## src/rtl/i2cm_pkg.sv

```systemverilog
// shared types, command codes and constants of the i2c master bit sequencer
package i2cm_pkg;

    localparam int DELAY_WIDTH_DEF = 8;
    localparam int CFG_WIDTH       = 8;
    localparam logic [CFG_WIDTH-1:0] HALF_RESET = 8'd10;

    localparam int PHASE_WIDTH = 5;
    localparam logic [PHASE_WIDTH-1:0] WRITE_PHASES     = 5'd24;
    localparam logic [PHASE_WIDTH-1:0] READ_PHASES      = 5'd16;
    localparam logic [PHASE_WIDTH-1:0] SHORT_PHASES     = 5'd3;
    localparam logic [PHASE_WIDTH-1:0] WRITE_LAST_PHASE = 5'd23;

    typedef enum logic [2:0] {
        FN_START   = 3'd0,
        FN_STOP    = 3'd1,
        FN_WRITE   = 3'd2,
        FN_READ    = 3'd3,
        FN_WAITACK = 3'd4,
        FN_ACK     = 3'd5,
        FN_NACK    = 3'd6
    } t_func;

    typedef struct packed {
        logic       cmd_valid;
        logic [2:0] func;
        logic [7:0] tx_byte;
        logic       sda_in;
    } t_in;

    typedef struct packed {
        logic       scl_out;
        logic       sda_out;
        logic       busy_res;
        logic       done_res;
        logic [7:0] rx_byte;
        logic       ack_received;
    } t_out;

endpackage

```

## src/rtl/i2cm_core.sv

```systemverilog
// sequencer state and one-tick step logic of the i2c master
module i2cm_core
    import i2cm_pkg::*;
#(
    parameter int DELAY_WIDTH = DELAY_WIDTH_DEF
) (
    input  logic                 i_clk,
    input  logic                 i_rst_n,
    input  logic                 i_step,
    input  t_in                  i_item,
    input  logic [CFG_WIDTH-1:0] i_half,
    output t_out                 o_res
);

    localparam int HW = (DELAY_WIDTH > CFG_WIDTH) ? DELAY_WIDTH : CFG_WIDTH;
    localparam logic [HW-1:0] MAXV = HW'((1 << DELAY_WIDTH) - 1);

    t_func                  r_cmd,   n_cmd;
    logic [PHASE_WIDTH-1:0] r_phase, n_phase;
    logic [1:0]             r_sub,   n_sub;
    logic [DELAY_WIDTH-1:0] r_tick,  n_tick;
    logic [7:0]             r_shift, n_shift;
    logic                   r_scl,   n_scl;
    logic                   r_sda,   n_sda;
    logic                   r_ack,   n_ack;
    logic                   r_run,   n_run;
    logic [7:0]             r_rx,    n_rx;

    logic [HW-1:0]          len_ext;
    logic [DELAY_WIDTH-1:0] phase_len;
    logic [DELAY_WIDTH-1:0] tick_dec;
    logic [PHASE_WIDTH-1:0] next_phase;
    logic [PHASE_WIDTH-1:0] phase_cnt;
    logic [1:0]             next_sub;
    logic                   enter;
    logic                   done;
    t_func                  ecmd;
    logic [PHASE_WIDTH-1:0] ephase;
    logic [1:0]             esub;

    // hold length: zero reads as one, saturate to the counter range
    always_comb begin
        len_ext = HW'(i_half);
        if (len_ext == '0) begin
            len_ext = HW'(1);
        end
        if (len_ext > MAXV) begin
            len_ext = MAXV;
        end
        phase_len = len_ext[DELAY_WIDTH-1:0];
    end

    always_comb begin
        case (r_cmd)
            FN_WRITE: phase_cnt = WRITE_PHASES;
            FN_READ:  phase_cnt = READ_PHASES;
            default:  phase_cnt = SHORT_PHASES;
        endcase
    end

    always_comb begin
        n_cmd   = r_cmd;
        n_phase = r_phase;
        n_sub   = r_sub;
        n_tick  = r_tick;
        n_shift = r_shift;
        n_scl   = r_scl;
        n_sda   = r_sda;
        n_ack   = r_ack;
        n_run   = r_run;
        n_rx    = r_rx;
        done    = 1'b0;
        enter   = 1'b0;
        ecmd    = r_cmd;
        ephase  = '0;
        esub    = '0;

        tick_dec   = (r_tick != '0) ? (r_tick - DELAY_WIDTH'(1)) : r_tick;
        next_phase = r_phase + PHASE_WIDTH'(1);
        next_sub   = (r_sub == 2'd2) ? 2'd0 : (r_sub + 2'd1);

        if (r_run) begin
            n_tick = tick_dec;
            if (tick_dec == '0) begin
                n_phase = next_phase;
                if (next_phase >= phase_cnt) begin
                    // final pin action and read result
                    if (r_cmd == FN_ACK) begin
                        n_sda = 1'b1;
                    end
                    if (r_cmd == FN_READ) begin
                        n_rx = r_shift;
                    end
                    n_run = 1'b0;
                    done  = 1'b1;
                end else begin
                    enter  = 1'b1;
                    ephase = next_phase;
                    esub   = next_sub;
                end
            end
        end else if (i_item.cmd_valid && (i_item.func <= FN_NACK)) begin
            n_cmd   = t_func'(i_item.func);
            ecmd    = t_func'(i_item.func);
            n_phase = '0;
            n_run   = 1'b1;
            enter   = 1'b1;
            if (i_item.func == FN_WRITE) begin
                n_shift = i_item.tx_byte;
            end
            if (i_item.func == FN_READ) begin
                n_shift = '0;
                n_sda   = 1'b1;
            end
        end

        if (enter) begin
            n_sub  = esub;
            n_tick = phase_len;
            unique case (ecmd)
                FN_START: begin
                    if (ephase == 5'd0) begin
                        n_sda = 1'b1;
                        n_scl = 1'b1;
                    end else if (ephase == 5'd1) begin
                        n_sda = 1'b0;
                    end else begin
                        n_scl = 1'b0;
                    end
                end
                FN_STOP: begin
                    if (ephase == 5'd0) begin
                        n_scl = 1'b0;
                        n_sda = 1'b0;
                    end else if (ephase == 5'd1) begin
                        n_scl = 1'b1;
                    end else begin
                        n_sda = 1'b1;
                    end
                end
                FN_WRITE: begin
                    if (esub == 2'd0) begin
                        n_sda = n_shift[7];
                    end else if (esub == 2'd1) begin
                        n_scl = 1'b1;
                    end else begin
                        n_scl = 1'b0;
                        if (ephase == WRITE_LAST_PHASE) begin
                            n_sda = 1'b1;
                        end
                        n_shift = {n_shift[6:0], 1'b0};
                    end
                end
                FN_READ: begin
                    if (!ephase[0]) begin
                        n_shift = {n_shift[6:0], 1'b0};
                        n_scl   = 1'b1;
                    end else begin
                        n_shift = {n_shift[7:1], n_shift[0] | i_item.sda_in};
                        n_scl   = 1'b0;
                    end
                end
                FN_WAITACK: begin
                    if (ephase == 5'd0) begin
                        n_sda = 1'b1;
                    end else if (ephase == 5'd1) begin
                        n_scl = 1'b1;
                    end else begin
                        n_ack = i_item.sda_in;
                        n_scl = 1'b0;
                    end
                end
                FN_ACK: begin
                    if (ephase == 5'd0) begin
                        n_sda = 1'b0;
                    end else if (ephase == 5'd1) begin
                        n_scl = 1'b1;
                    end else begin
                        n_scl = 1'b0;
                    end
                end
                default: begin
                    if (ephase == 5'd0) begin
                        n_sda = 1'b1;
                    end else if (ephase == 5'd1) begin
                        n_scl = 1'b1;
                    end else begin
                        n_scl = 1'b0;
                    end
                end
            endcase
        end
    end

    always_comb begin
        o_res.scl_out      = n_scl;
        o_res.sda_out      = n_sda;
        o_res.busy_res     = n_run;
        o_res.done_res     = done;
        o_res.rx_byte      = n_rx;
        o_res.ack_received = n_ack;
    end

    always_ff @(posedge i_clk) begin
        if (!i_rst_n) begin
            r_cmd   <= FN_START;
            r_phase <= '0;
            r_sub   <= '0;
            r_tick  <= '0;
            r_shift <= '0;
            r_scl   <= 1'b1;
            r_sda   <= 1'b1;
            r_ack   <= 1'b0;
            r_run   <= 1'b0;
            r_rx    <= '0;
        end else if (i_step) begin
            r_cmd   <= n_cmd;
            r_phase <= n_phase;
            r_sub   <= n_sub;
            r_tick  <= n_tick;
            r_shift <= n_shift;
            r_scl   <= n_scl;
            r_sda   <= n_sda;
            r_ack   <= n_ack;
            r_run   <= n_run;
            r_rx    <= n_rx;
        end
    end

endmodule

```

## src/rtl/i2c_master_bit_sequencer.sv

```systemverilog
// top level of the i2c master bit sequencer: input register, step core, result register
// an accepted tick transaction waits in the input register until the result register can take it
// throughput: one tick transaction per cycle unless the receiver stalls the result register
// once both registers hold an item, a receiver stall blocks the input in that same cycle
// reset: synchronous active-low i_rst_n, half-phase length back to 10, pins released high
module i2c_master_bit_sequencer
    import i2cm_pkg::*;
#(
    parameter int DELAY_WIDTH = DELAY_WIDTH_DEF
) (
    input  logic                 i_clk,
    input  logic                 i_rst_n,
    // tick transactions in
    input  logic                 i_in_valid,
    output logic                 o_in_ready,
    input  t_in                  i_in,
    // results out
    output logic                 o_out_valid,
    input  logic                 i_out_ready,
    output t_out                 o_out,
    // half-phase length register write
    input  logic                 i_cfg_valid,
    output logic                 o_cfg_ready,
    input  logic [CFG_WIDTH-1:0] i_cfg_data
);

    logic                 r_in_valid;
    t_in                  r_in;
    logic                 r_out_valid;
    t_out                 r_out;
    logic [CFG_WIDTH-1:0] r_half;
    t_out                 core_res;
    logic                 advance;
    logic                 in_accept;

    // the registered item moves into the result register when that slot frees up
    assign advance    = r_in_valid && (!r_out_valid || i_out_ready);
    assign o_in_ready = !r_in_valid || advance;
    assign in_accept  = i_in_valid && o_in_ready;

    // register writes must only be made while idle; the block does not enforce this and takes them at once
    assign o_cfg_ready = 1'b1;

    always_ff @(posedge i_clk) begin
        if (!i_rst_n) begin
            r_half <= HALF_RESET;
        end else if (i_cfg_valid) begin
            r_half <= i_cfg_data;
        end
    end

    // input register
    always_ff @(posedge i_clk) begin
        if (!i_rst_n) begin
            r_in_valid <= 1'b0;
        end else if (in_accept) begin
            r_in_valid <= 1'b1;
        end else if (advance) begin
            r_in_valid <= 1'b0;
        end
    end

    always_ff @(posedge i_clk) begin
        if (in_accept) begin
            r_in <= i_in;
        end
    end

    // pin sequencer state advances by exactly one tick per item
    i2cm_core #(
        .DELAY_WIDTH (DELAY_WIDTH)
    ) u_core (
        .i_clk   (i_clk),
        .i_rst_n (i_rst_n),
        .i_step  (advance),
        .i_item  (r_in),
        .i_half  (r_half),
        .o_res   (core_res)
    );

    // result register
    always_ff @(posedge i_clk) begin
        if (!i_rst_n) begin
            r_out_valid <= 1'b0;
        end else if (advance) begin
            r_out_valid <= 1'b1;
        end else if (i_out_ready) begin
            r_out_valid <= 1'b0;
        end
    end

    always_ff @(posedge i_clk) begin
        if (advance) begin
            r_out <= core_res;
        end
    end

    assign o_out_valid = r_out_valid;
    assign o_out       = r_out;

endmodule

```

## config.mk

```make
export PLATFORM = sky130hd
export DESIGN_NAME = i2c_master_bit_sequencer
export DESIGN_NICKNAME = d
export VERILOG_FILES = /design/src/rtl/i2cm_pkg.sv /design/src/rtl/i2cm_core.sv /design/src/rtl/i2c_master_bit_sequencer.sv
export SDC_FILE = /design/constraint.sdc
export NUM_CORES = 1
export LEC_CHECK = 0
export ABC_AREA = 1
export BUFFER_PORTS_ARGS = -buffer_cell sky130_fd_sc_hd__buf_2
export CORE_MARGIN = 2
export CORE_UTILIZATION = 40
export DETAILED_ROUTE_END_ITERATION = 8
export PLACE_DENSITY_LB_ADDON = 0.05
export SLEW_MARGIN = 25
export SYNTH_ARGS = -nofsm -noshare
export SYNTH_HDL_FRONTEND = slang
export SYNTH_SLANG_ARGS = --single-unit
```

## constraint.sdc

```tcl
create_clock -name i_clk -period 3.4 [get_ports i_clk]
set_clock_uncertainty 0.1 [all_clocks]
set_input_delay 0.51 -clock i_clk [delete_from_list [all_inputs] [get_ports i_clk]]
set_output_delay 0.51 -clock i_clk [all_outputs]
set_load 0.05 [all_outputs]
```

* Yosys cells after proc, flatten, opt, wreduce, memory -nomap -nowiden
Index checks and enable logic that the tools add are counted.
** Operators by class
- $lt $le $gt $ge :: 3
- Eq/ne operators :: 15
- Reductions and logical operators :: 21
- Mux-type cells :: 74
- Add/sub/neg operators :: 3
- Bitwise gates (word level) :: 1
** Operator list (count)
- $mux W8 :: 17
- $mux W1 :: 41
- $mux W5 :: 6
- $eq A3 B2 Y1 const B :: 6
- $logic_not A8 Y1 :: 2
- $pmux W8 S2 :: 1
- $pmux W5 S2 :: 1
- $eq A3 B3 Y1 const B :: 3
- $gt A8 B8 Y1 const B :: 1
- $mux W2 :: 4
- $reduce_bool A2 Y1 :: 4
- $reduce_bool A8 Y1 :: 1
- $sub A8 B1 Y8 const B :: 1
- $mux W3 :: 2
- $reduce_and A2 Y1 :: 3
- $add A5 B1 Y5 const B :: 1
- $eq A5 B1 Y1 const B :: 1
- $eq A5 B5 Y1 const B :: 1
- $ge A5 B5 Y1 :: 1
- $logic_not A5 Y1 :: 1
- $pmux W1 S5 :: 1
- $pmux W1 S4 :: 1
- $eq A3 B1 Y1 const B :: 1
- $le A3 B3 Y1 const B :: 1
- 11 further kinds :: 15
** Word-level totals
- Logic and storage cells :: 140
- Output and inout port bits :: 16
- Flip-flop bits (word level) :: 74

* Logic depth before layout (Yosys ltp)
- Word-level depth :: 12
- Mapped depth :: 20
- Mapped depth without buffers :: 20

* Cells and area by module
A second synthesis with hierarchy kept.
** Unflattened totals
- Cell total of the unflattened synthesis :: 515
- Area total of the unflattened synthesis :: 4015.1 sq um
** Modules (own cells, without submodules)
- i2cm_core :: area each 2872.8 sq um, times used 1, seq. area each 760.7 sq um, cells an instance 441
- i2c_master_bit_sequencer :: area each 1142.3 sq um, times used 1, seq. area each 980.9 sq um, cells an instance 74

* Least setup slack after synthesis
No wires, ideal clock.
- Kind :: register to register
- Start point :: register u_core.r_phase[2]
- End point :: register r_out (netlist bit o_out[1]) (data pin)
- Setup time :: 0.255 ns
- Period minus slack after synthesis :: 2.525 ns
- Arrival time :: 2.169 ns
- Stages on the path, launching flop included :: 17
- Buffers on the path :: 1
- Path slack :: 0.875 ns
- Path through :: dfxtp_1 -> nand3_1 -> xor2_1 -> inv_1 -> ha_1 -> nand2_1 -> nand2_1 -> nand2_1 -> nand3_1 -> nand2_1 -> inv_2 -> nand2_2 -> nor4_4 -> buf_6 -> nand2_2 -> o21ai_2 -> inv_1
** RTL lines
- start, declared :: line i2cm_core.sv:19 : logic [PHASE_WIDTH-1:0] r_phase, n_phase;
- start signal, assigned :: line i2cm_core.sv:218 : r_phase <= n_phase;
- end signal, assigned :: line i2c_master_bit_sequencer.sv:94 : r_out <= core_res;
- end, declared :: line i2c_master_bit_sequencer.sv:30 : t_out r_out;

* Worst setup path after layout
- Start point :: register u_core.r_phase[2]
- End point :: register u_core.r_shift[2]
** On the way
- Word-level cells in the longest chain between the ends :: 10
** RTL lines
- $add A5 B1 Y5 * :: line i2cm_core.sv:79 : next_phase = r_phase + PHASE_WIDTH'(1);
- $ge A5 B5 Y1 * :: line i2cm_core.sv:86 : if (next_phase >= phase_cnt) begin
- $mux W2 :: line i2cm_core.sv:86
- $mux W2 :: line i2cm_core.sv:84 : if (tick_dec == '0) begin
- $mux W2 :: line i2cm_core.sv:82 : if (r_run) begin
- $eq A2 B1 Y1 :: line i2cm_core.sv:144 : end else if (esub == 2'd1) begin
- $mux W8 :: line i2cm_core.sv:144
- $mux W8 :: line i2cm_core.sv:142 : if (esub == 2'd0) begin
- $pmux W8 S2 :: line i2cm_core.sv:120 : unique case (ecmd)
- $mux W8 * :: line i2cm_core.sv:117 : if (enter) begin
- end signal, assigned :: line i2cm_core.sv:221 : r_shift <= n_shift;
- end, declared :: line i2cm_core.sv:22 : logic [7:0] r_shift, n_shift;
Every way passes the cells marked *; elsewhere a longest branch is shown, timed or not.
A chain may end at the register's enable or synchronous reset.

==> tab_implementation.tex <==
\begin{tabular}{lr}
\hline
Metric & Value \\
\hline
\multicolumn{2}{l}{\textbf{Status}} \\
\quad Run status & finished, final reports clean \\
\multicolumn{2}{l}{\textbf{Yosys}} \\
\quad Gate count of the mapped netlist & 543 \\
\quad Share of synthesized area occupied by flip-flops and latches & 42.84\% \\
\quad YS warnings & 0 \\
\quad Post-synthesis net count & 573 \\
\quad Share of flip-flops with an asynchronous set or reset after synthesis & 0\% \\
\quad Number of enable-type register cells in the synthesized netlist & 26 \\
\quad Synth Area per Inst & 7.486 sq um \\
\quad Most instantiated flip-flop cell in the synthesis netlist & dfxtp\_1 \\
\quad Total standard cell area after synthesis & 4065 sq um \\
\quad Number of distinct library cells after synthesis & 42 \\
\quad Register bit total from synthesis & 74 \\
\multicolumn{2}{l}{\textbf{Placement}} \\
\quad Weighted congestion at the end of routability-driven global placement & 0.9565 \\
\quad IO Port Bufs & 40 \\
\quad Placed instance count & 706 \\
\quad Instance area at placement & 4410 sq um \\
\quad Final HPWL from detailed placement & 7.257 mm \\
\multicolumn{2}{l}{\textbf{Timing}} \\
\quad Final worst hold slack & 0.2191 ns \\
\quad Remaining max-slew budget at the tightest pin & 43.87\% \\
\quad Final Cycle Share & 85.42\% \\
\quad Setup-failing EPs final & 0 \\
\quad Count of final hold-check violations & 0 \\
\quad Transition time of the tightest slew-check pin & 0.8410 ns \\
\quad Time the final worst path needs with I/O delays and setup & 2.904 ns \\
\quad Max Clock Freq & 344.3 MHz \\
\quad Unrepaired setup endpoints after global routing & no \\
\quad Max Slew Vio Count & 0 \\
\quad Final sum of negative setup slack & 0 ns \\
\multicolumn{2}{l}{\textbf{Final layout}} \\
\quad Total area of multi-input combinational cells & 1928 sq um \\
\quad Final net count & 614 \\
\quad Final cell count without fillers & 722 \\
\quad Number of fill cells in the layout & 1017 \\
\quad Final Cell Area & 4628 sq um \\
\quad Top library cells by usage in the layout, fill and taps aside & nand2\_1 (107), inv\_1 (70), a21oi\_1 (48), dfxtp\_1 (48), nor2\_1 (45) \\
\quad Most common cell after layout, fill and taps aside & nand2\_1 \\
\quad Share of cells above drive strength 1 & 20.37\% \\
\quad Core Util, Final & 47.13\% \\
\quad Number of inserted diodes & 0 \\
\quad Area delta synth->final & 13.85\% \\
\quad FF+latch area & 1742 sq um \\
\multicolumn{2}{l}{\textbf{Routing}} \\
\quad Number of nets with antenna violations after detailed routing & 0 \\
\quad WL met2 & 4.027 mm \\
\quad Drc violations & 0 \\
\quad Initial detailed-routing violation count & 237 \\
\quad Average vias per placed instance & 5.104 \\
\quad Detailed-route wire length & 9.971 mm \\
\quad Detailed-route wire length per cell & 13.81 um \\
\quad Pre-Repair DR Iteration Count & 5 \\
\quad Top routing layer in use & met4 \\
\quad Routed length on met1 & 5.219 mm \\
\quad Routed met3 length & 595 um \\
\quad Overall via count from detail\_route & 3685 \\
\multicolumn{2}{l}{\textbf{Floorplanning}} \\
\quad Total die area & 10990 sq um \\
\quad Starting density of the core & 41.40\% \\
\quad Die span in x & 104.8 um \\
\quad Overall die height & 104.8 um \\
\quad Boundary pin count & 42 \\
\quad Core footprint & 9819 sq um \\
\quad Number of rows created at floorplan & 36 \\
\multicolumn{2}{l}{\textbf{Global routing}} \\
\quad Number of antenna violations at the first check in global routing & 0 \\
\quad Maximum number of pins on one net before global-route repair & 31 \\
\quad GRT overflow & 0 \\
\quad Number of global-route vias before repair & 3303 \\
\quad Overall Global Routing Usage & 19.16\% \\
\quad Wire length of the first global-routing pass & 16.68 mm \\
\multicolumn{2}{l}{\textbf{Clocking}} \\
\quad Maximum buffer depth of the clock tree & 2 \\
\quad Number of instances resized during post-cts repair & 0 \\
\quad Post-CTS repair timing setup buffer count & 0 \\
\quad Post-cts hold buffer count & 0 \\
\quad Buffer cell driving the clock tree root & clkbuf\_8 \\
\quad Skew-Pair Late Insertion Delay & 0.36 ns \\
\quad Clock slew at the register clock pins of the worst setup and hold paths & 0.09 ns \\
\quad Number of buffers inserted during clock tree synthesis & 9 \\
\quad Number of H-tree levels & 3 \\
\quad Number of sinks driven by the clock tree & 74 \\
\quad TritonCTS clock tree & done \\
\multicolumn{2}{l}{\textbf{Critical path}} \\
\quad Most frequent cell on the critical path & nand2\_1 \\
\quad Required time of the worst setup path & 3.57 ns \\
\quad Critical path capture point type & register \\
\quad Slowest stage delay, CP & 0.41 ns \\
\quad Element type at the critical path start & register \\
\quad Cells along the critical path & nand3\_1 > xor2\_1 > inv\_1 > ha\_1 > nand2\_1 > nand2\_1 > nand2\_1 > nand3\_1 > nand2\_1 > nand3\_2 > nand2\_4 > nand2\_4 > inv\_2 > o21ai\_1 > o21ai\_1 > nand3\_1 > nand2\_1 > inv\_1 \\
\quad Cell type group with the largest total delay on the critical path & simple AND/OR/NAND/NOR gates \\
\quad Combined buffer and inverter count along the critical path & 3 \\
\quad Worst path slowest cell & dfxtp\_1 \\
\quad CP max FO & 19 \\
\quad Critical path start-end classification & reg -> reg \\
\quad Arrival @ worst endpoint & 3.08 ns \\
\multicolumn{2}{l}{\textbf{Power}} \\
\quad Leakage dissipation & 2.012 nW \\
\quad Worst IR Drop VDD & 0.2397 mV \\
\quad Power density normalized to cell area & 479.2 nW/um\^{}2 \\
\multicolumn{2}{l}{\textbf{Min path}} \\
\quad Hold Crit Class & in -> reg \\
\multicolumn{2}{l}{\textbf{Run}} \\
\quad Number of violations of the max-capacitance limit & 0 \\
\hline
\end{tabular}
==> cell usage after synthesis (10+ instances only) <==
master,count,share of area [%]
a21oi_1,48,5.9
dfxtp_1,48,24
edfxtp_1,26,19
inv_1,70,6.5
inv_2,13,1.2
nand2_1,107,9.9
nand3_1,20,2.5
nand4_1,10,1.5
nor2_1,45,4.2
nor3_1,10,1.2
o21ai_0,40,4.9
o21ai_1,10,1.2
==> through the flow <==
step	total power (W)	setup slack, ns
after floorplan	0.001356	0.8753
after global placement	0.001465	0.6169
after detailed placement	0.001466	0.5520
after CTS	0.002232	0.5374
after global routing	0.002338	0.2412
final	0.002218	0.4958
==> registers in the layout (all words and copies together) (netlist names), 3 cells and up <==
name	cells
u_core.r_rx	8
u_core.r_cmd	3
r_half	8
r_in	13
u_core.r_phase	5
u_core.r_shift	8
u_core.r_tick	8
o_out	13
==> cells by family (layout without fill, tap and decap cells) <==
family,count (synthesis),in the layout,share of synthesized area [%]
AND/OR/NAND/NOR,224,224,25.88
AO/OA/AOI/OAI,136,136,19.54
buffers and inverters,101,147,9.726
flip-flops,74,74,42.84
adder cells (fa/ha/maj),4,4,1.231
XOR/XNOR,2,2,0.4310
other,1,1,0.09225
multiplexers,1,1,0.2462
==> per-layer routing <==
metal	track usage (%)	vias up
met1	29.58	1666
met2	25.79	121
met3	3.930	14
li1	-	1884
met4	7.238	0
met5	0	-
==> final timing paths <==
path              depth (start not counted)  slack [ns]                 to         startpoint
setup / recovery                         18        0.50  u_core.r_shift[2]  u_core.r_phase[2]
hold reg to reg                           2        0.38          r_half[2]          r_half[2]
hold / removal                            1        0.22            r_in[9]            i_in[9]
setup reg to reg                         18        0.50  u_core.r_shift[2]  u_core.r_phase[2]
==> final cells by class <==
| type | instances | area share (%) |
|---|---|---|
| well taps | 133 | 3.596 |
| clock buffers | 9 | 2.676 |
| repair buffers | 45 | 5.407 |
| clock inverters | 7 | 2.028 |
| flip-flops and latches | 74 | 37.63 |
| inverters | 86 | 7.002 |
| multi-input cells | 368 | 41.66 |
==> where the power goes <==
| part | total, W | switching [W] | internal [W] | leakage (nW) |
|---|---|---|---|---|
| sequential | 0.00100 | 0.0000330 | 0.000970 | 0.643 |
| clock | 0.000768 | 0.000357 | 0.000411 | 0.105 |
| combinational | 0.000446 | 0.000314 | 0.000132 | 1.26 |
| total | 0.00222 | 0.000704 | 0.00151 | 2.01 |
(Power assumes the default switching activity.)
